### src/rtl/core/brs_pkg.sv
`default_nettype none
package brs_pkg;

  localparam int MaxDims  = 3;
  localparam int FracBits = 16;
  localparam int NoiseFrac = 12;
  localparam int CfgIdxW  = 3;
  localparam int CfgDataW = 31;

  typedef enum logic [CfgIdxW-1:0] {
    RegDims  = 3'd0,
    RegDt    = 3'd1,
    RegMpar  = 3'd2,
    RegMperp = 3'd3,
    RegMrot  = 3'd4,
    RegSpar  = 3'd5,
    RegSperp = 3'd6,
    RegSrot  = 3'd7
  } cfg_reg_e;

  // saturate a 66 bit signed value to 32 bits
  function automatic logic signed [31:0] sat32(input logic signed [65:0] v);
    logic signed [65:0] hi;
    logic signed [65:0] lo;
    begin
      hi = 66'sd2147483647;
      lo = -66'sd2147483648;
      if (v > hi) sat32 = 32'sh7fffffff;
      else if (v < lo) sat32 = 32'sh80000000;
      else sat32 = v[31:0];
    end
  endfunction

endpackage
`default_nettype wire

### src/rtl/core/brs_divider.sv
`default_nettype none
// restoring divider: (num << FRAC) / den, truncated toward zero, saturated
module brs_divider
  import brs_pkg::*;
#(
  parameter int FRAC = FracBits
) (
  input  wire logic               clk_i,
  input  wire logic               rst_ni,
  input  wire logic               start_i,
  input  wire logic signed [31:0] num_i,
  input  wire logic [31:0]        den_i,
  output logic                    done_o,
  output logic signed [31:0]      quo_o
);
  localparam int NW = 32 + FRAC;
  logic [NW-1:0] dvd_q, dvd_d;
  logic [32:0]   rem_q, rem_d;
  logic [31:0]   den_q, den_d;
  logic          neg_q, neg_d;
  logic [6:0]    cnt_q, cnt_d;
  logic          busy_q, busy_d;
  logic          fin_q, fin_d;
  logic [33:0]   sh;
  logic [NW-1:0] mag;
  logic [32:0]   absn;
  logic signed [65:0] sq;

  always_comb begin
    absn   = num_i[31] ? 33'(-$signed({num_i[31], num_i})) : {1'b0, num_i};
    mag    = NW'(absn) << FRAC;
    sh     = {rem_q, dvd_q[NW-1]};
    dvd_d  = dvd_q;
    rem_d  = rem_q;
    den_d  = den_q;
    neg_d  = neg_q;
    cnt_d  = cnt_q;
    busy_d = busy_q;
    fin_d  = 1'b0;
    if (start_i) begin
      dvd_d  = mag;
      rem_d  = '0;
      den_d  = den_i;
      neg_d  = num_i[31];
      cnt_d  = '0;
      busy_d = 1'b1;
    end else if (busy_q) begin
      if (sh >= {2'b00, den_q}) begin
        rem_d = 33'(sh - {2'b00, den_q});
        dvd_d = {dvd_q[NW-2:0], 1'b1};
      end else begin
        rem_d = sh[32:0];
        dvd_d = {dvd_q[NW-2:0], 1'b0};
      end
      cnt_d = cnt_q + 7'd1;
      if (cnt_q == 7'(NW - 1)) begin
        busy_d = 1'b0;
        fin_d  = 1'b1;
      end
    end
    sq = neg_q ? -$signed({2'b00, 64'(dvd_q)}) : $signed({2'b00, 64'(dvd_q)});
  end

  always_ff @(posedge clk_i or negedge rst_ni) begin
    if (!rst_ni) begin
      busy_q <= 1'b0;
      fin_q  <= 1'b0;
      cnt_q  <= '0;
    end else begin
      busy_q <= busy_d;
      fin_q  <= fin_d;
      cnt_q  <= cnt_d;
    end
  end

  always_ff @(posedge clk_i) begin
    dvd_q <= dvd_d;
    rem_q <= rem_d;
    den_q <= den_d;
    neg_q <= neg_d;
  end

  assign done_o = fin_q;
  assign quo_o  = sat32(sq);
endmodule
`default_nettype wire

### config.mk
export PLATFORM = sky130hd
export DESIGN_NAME = brs_divider
export DESIGN_NICKNAME = d
export VERILOG_FILES = /design/src/rtl/core/brs_pkg.sv /design/src/rtl/core/brs_divider.sv
export SDC_FILE = /design/constraint.sdc
export NUM_CORES = 1
export LEC_CHECK = 0
export BUFFER_PORTS_ARGS = -buffer_cell sky130_fd_sc_hd__buf_2
export CORE_MARGIN = 2
export CORE_UTILIZATION = 42
export DETAILED_ROUTE_END_ITERATION = 10
export PLACE_DENSITY = 0.63
export SLEW_MARGIN = 20
export SYNTH_ARGS = -nofsm -noshare
export SYNTH_HDL_FRONTEND = slang
export SYNTH_SLANG_ARGS = --single-unit
### constraint.sdc
create_clock -name clk_i -period 3.45 [get_ports clk_i]
set_input_delay 0.1725 -clock clk_i [delete_from_list [all_inputs] [get_ports clk_i]]
set_output_delay 0.1725 -clock clk_i [all_outputs]
set_load 0.05 [all_outputs]
==> flow_summary_export.csv <==
group,metric,value,unit
status,status,"finished, violations left",
status,failed_checks,"negative setup slack",
logic_synthesis,synth_area,9270,µm²
worst_setup_path,path_buf_inv,2,
place,dp_slack,-0.251,ns
clock_network,numCtsBuffers,17,
route,dr.pass1.iters,5,
worst_setup_path,cp_max_fo,8,
worst_setup_path,crit_path_start,"dvd_q[32]",
clock_network,cts_tree,"yes",
worst_setup_path,cp.required,3.28,ns
route,vias,8697,
pwr,p_total,7.72,mW
place,io_buffers,99,
pwr,max-vdd-ir-drop,0.000392,V
logic_synthesis,synth_top_family_by_area,"compound AO/OA/AOI/OAI gates",
logic_synthesis,synth_top_area_share,21.1,%
clock_network,root_buffer,"clkbuf_16",
route,drc,0,
logic_synthesis,syn-num-nets,1123,
finish,fin_nets,1340,
logic_synthesis,synthArstFlopShare,7.32,%
grt,antenna_found_initial,1,
grt,grt_pass1_vias,8317,
sta,min_period_over_period,118,%
floorplan,fp.dieW,153,µm
worst_setup_path,crit_slowest_cell,"or4_1",
min_path,hp-class,"in2reg",
worst_setup_path,worst_ep_arrival_time,3.89,ns
route,drt_iter0_markers,458,
min_path,hold_path_startpoint,"num_i[0]",
sta,rsz0062_at_grt,"true",
floorplan,initial_core_util,42.6,%
worst_setup_path,cp_common_cell,"or4_4",
worst_setup_path,worstReg2RegStart,"dvd_q[47]",
floorplan,coreArea,21800,µm²
sta,period_needed,4.07,ns
flow_run,drv_cap,0,
logic_synthesis,synth_adder_area_share,4.94,%
floorplan,rows,54,
logic_synthesis,synth_area_per_cell,9.09,µm²
floorplan,io-pin-count,100,
sta,setup_viol,31,
finish,area_delta_synth_final,33.0,%
logic_synthesis,synth.ff_latch_count,123,
route,wl_met1,11800,µm
place,gp_congestion,0.932,
sta,hold_viol,0,
route,top_layer_used,"met4",
logic_synthesis,yosysSeqAreaShare,34.1,%
worst_setup_path,start_kind,"flip-flop",
sta,drv_slew,0,
logic_synthesis,yosys.area.top_type,"edfxtp_1",
worst_setup_path,crit_chain,"or4_4 -> or4_4 -> nor4_4 -> xnor2_2 -> a31oi_4 -> buf_6 -> or4_4 -> or4_1 -> o211ai_2 -> buf_6",
logic_synthesis,yosys.area_share.xor_xnor,9.07,%
worst_setup_path,reg2regPathDepth,12,
clock_network,cts_max_level,4,
route,antenna_left,0,
clock_network,clk_path_buf_depth,2,
route,wl,25900,µm
sta,relSlewSlack,51.1,%
grt,grt_pass1_wl,41800,µm
route,met3WireLength,1030,µm
worst_setup_path,critPathCaptureType,"primary output",
worst_setup_path,slowest_delay,0.56,ns
finish,final_layout_size_suffix_gt1_share,27.8,%
clock_network,insertion_delay,0.42,ns
route,wl_per_cell,16.9,µm
logic_synthesis,synth_edf_count,65,
floorplan,fp.dieArea,23300,µm²
grt,grt_use_total,21.8,%
logic_synthesis,synth.distinct_cells,77,
min_path,min_path_cells,3,
logic_synthesis,synthMuxAreaShare,4.44,%
route,wl_met2,12500,µm
place,hpwl,18400,µm
worst_setup_path,path_depth,10,
logic_synthesis,synthCells,1020,
logic_synthesis,synth-main-ff-cell,"edfxtp_1",
sta,fin_ws,-0.615,ns
pwr,p_leak,5.22,nW
logic_synthesis,synthTopCellsByArea,"edfxtp_1 (21%), dfxtp_1 (11%), xnor2_1 (5.4%), ha_1 (4.7%), mux2i_1 (4.3%)",
worst_setup_path,crit_type,"reg2out",
finish,fillCellCount,1943,
sta,fmax,246,MHz
clock_network,clk_pin_slew,0.06,ns
grt,grt_max_degree,59,
logic_synthesis,synth_compound_area_share,23.0,%
route,via_per_inst,5.68,
pwr,power_density,626,nW/µm²
logic_synthesis,synth-warning-count,0,
clock_network,clock_sinks,123,
grt,grt_overflow,0,
floorplan,die_h,153,µm
worst_setup_path,crit_family,"simple AND/OR/NAND/NOR gates",
sta,finClkSkew,0.0114,ns
sta,tightest_slew,0.730,ns
logic_synthesis,synthSimpleGateAreaFrac,19.5,%
synth_stat cells, types with 20 or more instances:
cell type,instances
ha_1,35
xnor2_1,57
dfxtp_1,49
o21ai_0,47
nor2_1,84
nor3_1,20
nand3_1,21
o211ai_2,26
a22o_1,28
a211oi_1,26
mux2i_1,40
xor2_1,39
or4_1,44
edfxtp_1,65
inv_1,49
a21oi_1,36
nand2_1,61
o31ai_1,22
clkbuf_1,48
worst paths after layout:
| path | slack [ns] | end |
|---|---|---|
| worst max-delay path | -0.62 | quo_o[25] |
| worst min register to register | 0.50 | rem_q[12] |
| worst min-delay path | 0.10 | dvd_q[16] |
| worst max register to register | 0.35 | rem_q[3] |
| min in group asynchronous | 0.13 | done_o |
| max in group asynchronous | 3.12 | busy_q |
layout by cell type, fill, tap and decap left out, types with 26 or more instances in the layout:
cell type / n
a211oi_1: 26
a21oi_1: 36
a22o_1: 28
buf_2: 67
buf_4: 121
buf_6: 33
dfxtp_1: 48
dlygate4sd3_1: 33
edfxtp_1: 65
ha_1: 35
inv_1: 49
mux2i_1: 40
nand2_1: 61
nor2_1: 84
o211ai_2: 26
o21ai_0: 46
xnor2_1: 56
xor2_1: 36
worst min-delay path: stages:
cell	delay (ns)
buf_2	0.13
nand2_1	0.05
o21ai_0	0.06
cells by family after synthesis:
family | count (synthesis)
xor+xnor | 96
buf+inv | 115
mux | 41
fa+ha+maj | 36
simple gates | 329
compound gates | 280
flops | 123
what timing repair did:
action	4_1_cts	5_1_grt
cloned	3	4
hold buffers	33	0
pin swaps	6	17
setup buffers	4	7
gates resized for setup	76	39
hold endpoints to repair	41	0
setup endpoints to repair	31	35
registers in the layout, summed over array words and instances, names as in the netlist:
name	cells
dvd_q	48
cnt_q	7
den_q	32
busy_q	1
rem_q	33
done_o	1
neg_q	1
final cells by class:
cell class                 count  area [µm²]  area share (%)
inverter                      50         188            1.52
antenna                        1        2.50          0.0203
tap                          280         350            2.84
clock buffer                  20         489            3.97
sequential                   123        3160            25.6
timing repair buffer         260        2070            16.8
clock inverter                12        81.3           0.660
multi-input combinational    785        5980            48.5
power breakdown:
part	switching, mW	leakage, nW	total (mW)	internal, mW
Clock	0.691	0.283	1.72	1.02
Combinational	2.16	3.74	3.94	1.78
Sequential	0.222	1.20	2.06	1.84
Total	3.08	5.22	7.72	4.64
per-stage QoR:
step / cell area [µm²] / hold WS, ns / setup TNS (ns) / utilization (%) / instances
finish: 12300 / 0.100 / -16.44 / 56.6 / 1531
CTS: 12000 / 0.0776 / -15.94 / 55.2 / 1519
global route: 12300 / 0.114 / -19.72 / 56.6 / 1530
global placement: 10800 / 0.0352 / -7.55 / 49.5 / 1447
detailed placement: 10800 / 0.0356 / -6.95 / 49.5 / 1447
floorplan: 9330 / -0.123 / -0.152 / - / 1020
per-layer routing:
layer  GRT usage (%)  vias to the layer above
li1                -                     4324
met1            28.4                     4129
met4            6.31                        0
met5               0                        -
met2            37.2                      200
met3            4.04                       44
Power figures use the tool's default switching activity.
