### src/rtl/core/brs_pkg.sv
`default_nettype none
package brs_pkg;

  localparam int MaxDims  = 3;
  localparam int FracBits = 16;
  localparam int NoiseFrac = 12;
  localparam int CfgIdxW  = 3;
  localparam int CfgDataW = 31;

  typedef enum logic [CfgIdxW-1:0] {
    RegDims  = 3'd0,
    RegDt    = 3'd1,
    RegMpar  = 3'd2,
    RegMperp = 3'd3,
    RegMrot  = 3'd4,
    RegSpar  = 3'd5,
    RegSperp = 3'd6,
    RegSrot  = 3'd7
  } cfg_reg_e;

  // saturate a 66 bit signed value to 32 bits
  function automatic logic signed [31:0] sat32(input logic signed [65:0] v);
    logic signed [65:0] hi;
    logic signed [65:0] lo;
    begin
      hi = 66'sd2147483647;
      lo = -66'sd2147483648;
      if (v > hi) sat32 = 32'sh7fffffff;
      else if (v < lo) sat32 = 32'sh80000000;
      else sat32 = v[31:0];
    end
  endfunction

endpackage
`default_nettype wire

### src/rtl/core/brs_isqrt.sv
`default_nettype none
// bit-serial integer square root of a 64 bit value, one result bit a cycle
module brs_isqrt
  import brs_pkg::*;
(
  input  wire logic        clk_i,
  input  wire logic        rst_ni,
  input  wire logic        start_i,
  input  wire logic [63:0] x_i,
  output logic             done_o,
  output logic [31:0]      root_o
);
  logic [63:0] rem_q, rem_d;
  logic [31:0] root_q, root_d;
  logic [63:0] src_q, src_d;
  logic [5:0]  cnt_q, cnt_d;
  logic        busy_q, busy_d;
  logic [65:0] trial;
  logic [65:0] remsh;

  always_comb begin
    remsh  = {rem_q, src_q[63:62]};
    trial  = {32'd0, root_q, 2'b01};
    rem_d  = rem_q;
    root_d = root_q;
    src_d  = src_q;
    cnt_d  = cnt_q;
    busy_d = busy_q;
    done_o = 1'b0;
    if (start_i) begin
      rem_d  = '0;
      root_d = '0;
      src_d  = x_i;
      cnt_d  = '0;
      busy_d = 1'b1;
    end else if (busy_q) begin
      src_d = {src_q[61:0], 2'b00};
      if (remsh >= trial) begin
        rem_d  = 64'(remsh - trial);
        root_d = {root_q[30:0], 1'b1};
      end else begin
        rem_d  = remsh[63:0];
        root_d = {root_q[30:0], 1'b0};
      end
      cnt_d = cnt_q + 6'd1;
      if (cnt_q == 6'd31) begin
        busy_d = 1'b0;
      end
    end
    if (!busy_q && cnt_q == 6'd32) done_o = 1'b1;
  end

  always_ff @(posedge clk_i or negedge rst_ni) begin
    if (!rst_ni) begin
      busy_q <= 1'b0;
      cnt_q  <= '0;
    end else begin
      busy_q <= busy_d;
      cnt_q  <= (done_o && !start_i) ? 6'd0 : cnt_d;
    end
  end

  always_ff @(posedge clk_i) begin
    rem_q  <= rem_d;
    root_q <= root_d;
    src_q  <= src_d;
  end

  assign root_o = root_q;
endmodule
`default_nettype wire

### config.mk
export PLATFORM = sky130hd
export DESIGN_NAME = brs_isqrt
export DESIGN_NICKNAME = d
export VERILOG_FILES = /design/src/rtl/core/brs_pkg.sv /design/src/rtl/core/brs_isqrt.sv
export SDC_FILE = /design/constraint.sdc
export NUM_CORES = 1
export LEC_CHECK = 0
export BUFFER_PORTS_ARGS = -buffer_cell sky130_fd_sc_hd__buf_4
export CORE_MARGIN = 4
export CORE_UTILIZATION = 45
export CTS_CLUSTER_DIAMETER = 60
export CTS_CLUSTER_SIZE = 40
export DETAILED_ROUTE_END_ITERATION = 8
export PLACE_DENSITY = 0.62
export SLEW_MARGIN = 30
export SYNTH_ARGS = -nofsm -noshare
export SYNTH_HDL_FRONTEND = slang
export SYNTH_SLANG_ARGS = --single-unit
### constraint.sdc
create_clock -name clk_i -period 3.8 [get_ports clk_i]
set_input_delay 0.19 -clock clk_i [delete_from_list [all_inputs] [get_ports clk_i]]
set_output_delay 0.19 -clock clk_i [all_outputs]
set_load 0.01 [all_outputs]
==> metrics <==
Syn Inst Count 985; leak pwr around 4.6 nW; setup tns final 0 ps; Buf/Inv on CP 2; shortest period the worst path allows 3510 ps; Starting DRT DRC Count 500; Worst R2R Start root_o[31]$_SDFFE_PP0P_; Critical Path Max Stage Delay 470 ps; CTS sink cnt about 170; critical path data required time 4140 ps; setup slack of the critical path after layout 291 ps; CP max-delay cell sky130_fd_sc_hd__ha_1; vertical die dimension approximately 150 um; Die Outline Area 23400 um2; pin count of the biggest net entering global routing 65; critical path capture point type register; total vias in the final route 7376; Max IR drop VDD 0.000399 V; number of rows created at floorplan 52; core region area 20400 um2; TritonCTS buffer count 17; total standard cell area after synthesis 9450 um2; net count after synthesis 1088; initial core utilization around 46%; leading cell types by total area after synthesis sky130_fd_sc_hd__dfxtp_1 20%, sky130_fd_sc_hd__edfxtp_1 20%, sky130_fd_sc_hd__mux2_2 7.5%, sky130_fd_sc_hd__ha_1 4.8%, sky130_fd_sc_hd__nor2_1 4.6%; Min-Delay Startpoint x_i[1]; chip width 153 um; async set-or-reset flop fraction in the synthesized netlist ~4.2%; post-route standard cell area excluding fillers 11000 um2; critical path fanouts, max 21; router iterations before antenna repair 5; gpl congestion 0.870; CTS H-tree depth 4; clock root buffer sky130_fd_sc_hd__clkbuf_16; final-report max-slew violation count 0; setup repair after global routing missed its margin no; # diodes 0; placement-stage worst setup slack 329 ps; port buffer count 99; Crit Path Class reg -> reg; proportion of netlist area held by the largest area contributor 20.3%; half-perimeter wire length after detailed placement 15300 um; vias in the first global route 7220; part of the cycle the worst path needs slightly above 90%; routed length per instance 16.0 um; register bit count reported by yosys 167; Ports 100; final core utilization between 50% and 60%; clock tree from TritonCTS built; number of synthesized flops with an enable pin 64; status complete, no violations; register clock-pin slew on the reported worst setup and hold paths 70 ps; skew final 6.80 ps; first-pass GRT wire length 36200 um; fraction of the yosys area taken by sequential cells a little over two fifths; worst relative slew slack between 30% and 40%; Highest Clock Rate 285 MHz; worst hold path class in -> reg; maximum number of buffers from clock root to sink 2; ordered list of cells on the worst path inv_1 -> ha_1 -> and3_1 -> nand4_1 -> nand4b_1 -> nand4_2 -> nor3b_2 -> or2_1 -> buf_4 -> nor4_1 -> xnor2_1 -> a211oi_1; All-Layer GR Usage a little under a fifth; DRC violations left 0; initial antenna violation count 0; max cap viols 0; total gr overflow 0; Avg Cell Area, Syn 9.59 um2; Worst-Skew Late Latency 430 ps; worst setup path start root_o[31]$_SDFFE_PP0P_; final hold violation count 0; number of nets in the finished design 1176; power density relative to cell area 804 nW/um2; Vias per Instance roughly 5.4; instance area after placement 10500 um2; fraction of final layout cells with drive strength greater than 1 22.5%; warnings from Yosys 0; Post-synth top flop sky130_fd_sc_hd__dfxtp_1; kind of cell with the highest combined delay on the critical path simple AND/OR/NAND/NOR gates; post-route antenna net violation count 0; number of distinct library cells after synthesis 69; DRT Wirelength 21600 um; post-synthesis to final-layout area growth 16.8%; WP data arrival 3850 ps; cell type with the largest total area after synthesis sky130_fd_sc_hd__dfxtp_1; transition time at the pin with the least slew margin roughly 940 ps; launching element type of the critical path register; number of setup violations in the final report 0; total of cells resized after clock tree synthesis 0
-- kinds of logic after synthesis --
logic type	Yosys count	share of synthesized area, %
AND/OR/NAND/NOR	336	17.0
multiplexers	96	11.0
flip-flops	167	42.5
buffers and inverters	96	4.15
adder cells (fa/ha/maj)	36	4.77
AO/OA/AOI/OAI	195	15.1
XOR/XNOR	59	5.47
-- area by class of cell --
cell class,instances,area (um2)
Clock buffer,18,429
Clock inverter,14,134
Fill cell,1930,9400
Inverter,47,176
Multi-Input combinational cell,722,5040
Sequential cell,167,4020
Tap cell,270,338
Timing Repair Buffer,118,892
-- routing by layer --
metal | GRT usage (%) | share of wire, %
met5 | 0 | 0
met4 | 5.01 | 1.1
met3 | 5.94 | 7.2
met2 | 28.3 | 44
met1 | 25.6 | 47
-- cells in the final DEF, fill, tap and decap left out, types with 3 or more instances in the layout --
cell type and count:
sky130_fd_sc_hd__nor2_1 115, sky130_fd_sc_hd__nand3b_1 3, sky130_fd_sc_hd__or4_1 3, sky130_fd_sc_hd__mux2_2 63, sky130_fd_sc_hd__or3_1 8, sky130_fd_sc_hd__or2_2 4
sky130_fd_sc_hd__nand2_1 102, sky130_fd_sc_hd__inv_1 46, sky130_fd_sc_hd__a311oi_2 13, sky130_fd_sc_hd__xor2_1 28, sky130_fd_sc_hd__dfxtp_1 96, sky130_fd_sc_hd__a211o_1 4
sky130_fd_sc_hd__clkbuf_16 17, sky130_fd_sc_hd__a311oi_1 11, sky130_fd_sc_hd__a31oi_1 6, sky130_fd_sc_hd__buf_4 116, sky130_fd_sc_hd__o31ai_1 3, sky130_fd_sc_hd__ha_1 36
sky130_fd_sc_hd__and3_1 7, sky130_fd_sc_hd__nand3_1 19, sky130_fd_sc_hd__nand4_1 8, sky130_fd_sc_hd__o21bai_1 3, sky130_fd_sc_hd__a21boi_0 4, sky130_fd_sc_hd__a21o_1 12
sky130_fd_sc_hd__nand2b_1 13, sky130_fd_sc_hd__o21a_1 7, sky130_fd_sc_hd__o211ai_1 9, sky130_fd_sc_hd__nor3b_1 4, sky130_fd_sc_hd__inv_6 7, sky130_fd_sc_hd__xnor2_1 31
sky130_fd_sc_hd__dfrtp_1 6, sky130_fd_sc_hd__a211oi_1 23, sky130_fd_sc_hd__nor3_1 16, sky130_fd_sc_hd__mux2i_1 33, sky130_fd_sc_hd__o21ai_0 30, sky130_fd_sc_hd__and2_1 3
sky130_fd_sc_hd__nor4_1 11, sky130_fd_sc_hd__a21oi_1 50, sky130_fd_sc_hd__o2111ai_1 3, sky130_fd_sc_hd__edfxtp_1 64
-- registers in the layout, indices dropped and copies added (netlist names) --
signal	count
cnt_q	6
busy_q	1
rem_q	64
src_q	64
root_o	32
-- per-stage QoR --
step	hold WS [ps]	total power, mW	std cells
floorplan	-106	6.10	985
global placement	8.47	7.18	1323
detailed placement	10.1	7.20	1323
CTS	29.2	8.91	1356
global route	40.0	9.60	1356
finish	46.2	8.87	1356
-- synth_stat cells, types with 4 or more instances --
library cell,number
sky130_fd_sc_hd__nor2_1,116
sky130_fd_sc_hd__nand2_1,102
sky130_fd_sc_hd__dfxtp_1,96
sky130_fd_sc_hd__edfxtp_1,64
sky130_fd_sc_hd__mux2_2,63
sky130_fd_sc_hd__a21oi_1,50
sky130_fd_sc_hd__inv_1,47
sky130_fd_sc_hd__clkbuf_1,38
sky130_fd_sc_hd__ha_1,36
sky130_fd_sc_hd__mux2i_1,33
sky130_fd_sc_hd__xnor2_1,31
sky130_fd_sc_hd__o21ai_0,30
sky130_fd_sc_hd__xor2_1,28
sky130_fd_sc_hd__a211oi_1,23
sky130_fd_sc_hd__nand3_1,19
sky130_fd_sc_hd__nor3_1,16
sky130_fd_sc_hd__a311oi_2,13
sky130_fd_sc_hd__nand2b_1,13
sky130_fd_sc_hd__a21o_1,12
sky130_fd_sc_hd__a311oi_1,11
sky130_fd_sc_hd__nor4_1,11
sky130_fd_sc_hd__o211ai_1,9
sky130_fd_sc_hd__nand4_1,8
sky130_fd_sc_hd__or3_1,8
sky130_fd_sc_hd__and3_1,7
sky130_fd_sc_hd__dfrtp_1,7
sky130_fd_sc_hd__o21a_1,7
sky130_fd_sc_hd__a31oi_1,6
sky130_fd_sc_hd__a211o_1,4
sky130_fd_sc_hd__a21boi_0,4
sky130_fd_sc_hd__buf_2,4
sky130_fd_sc_hd__nor3b_1,4
sky130_fd_sc_hd__or2_2,4
-- timing repair --
item                      in CTS  in global routing
hold endpoints to repair       7                  0
hold buffers                   1                  0
setup buffers                  0                  0
-- path summary, 6_finish.rpt --
path                       slack [ps]  cells after the start                endpoint
max                               290                     12  rem_q[45]$_SDFFE_PP0P_
min                                50                      2  src_q[1]$_SDFFCE_PN0P_
max reg2reg                       290                     12  rem_q[45]$_SDFFE_PP0P_
min reg2reg                       480                      2  rem_q[52]$_SDFFE_PP0P_
max in group asynchronous        3560                      2        busy_q$_DFF_PN0_
min in group asynchronous         110                      2        busy_q$_DFF_PN0_
-- power breakdown --
part,total [mW],internal [mW],switching (mW)
registers,2.56,2.24,0.317
clock network,1.67,0.867,0.807
logic,4.64,2.06,2.58
-- worst reg2reg max path: cells and delay by family (launching register included) --
family	cells	cell delay [ps]
AND/OR/NAND/NOR	7	2000
buffers and inverters	2	270
AO/OA/AOI/OAI	1	230
XOR/XNOR	1	110
flip-flops	1	360
adder cells (fa/ha/maj)	1	470
(Power assumes the default switching activity.)
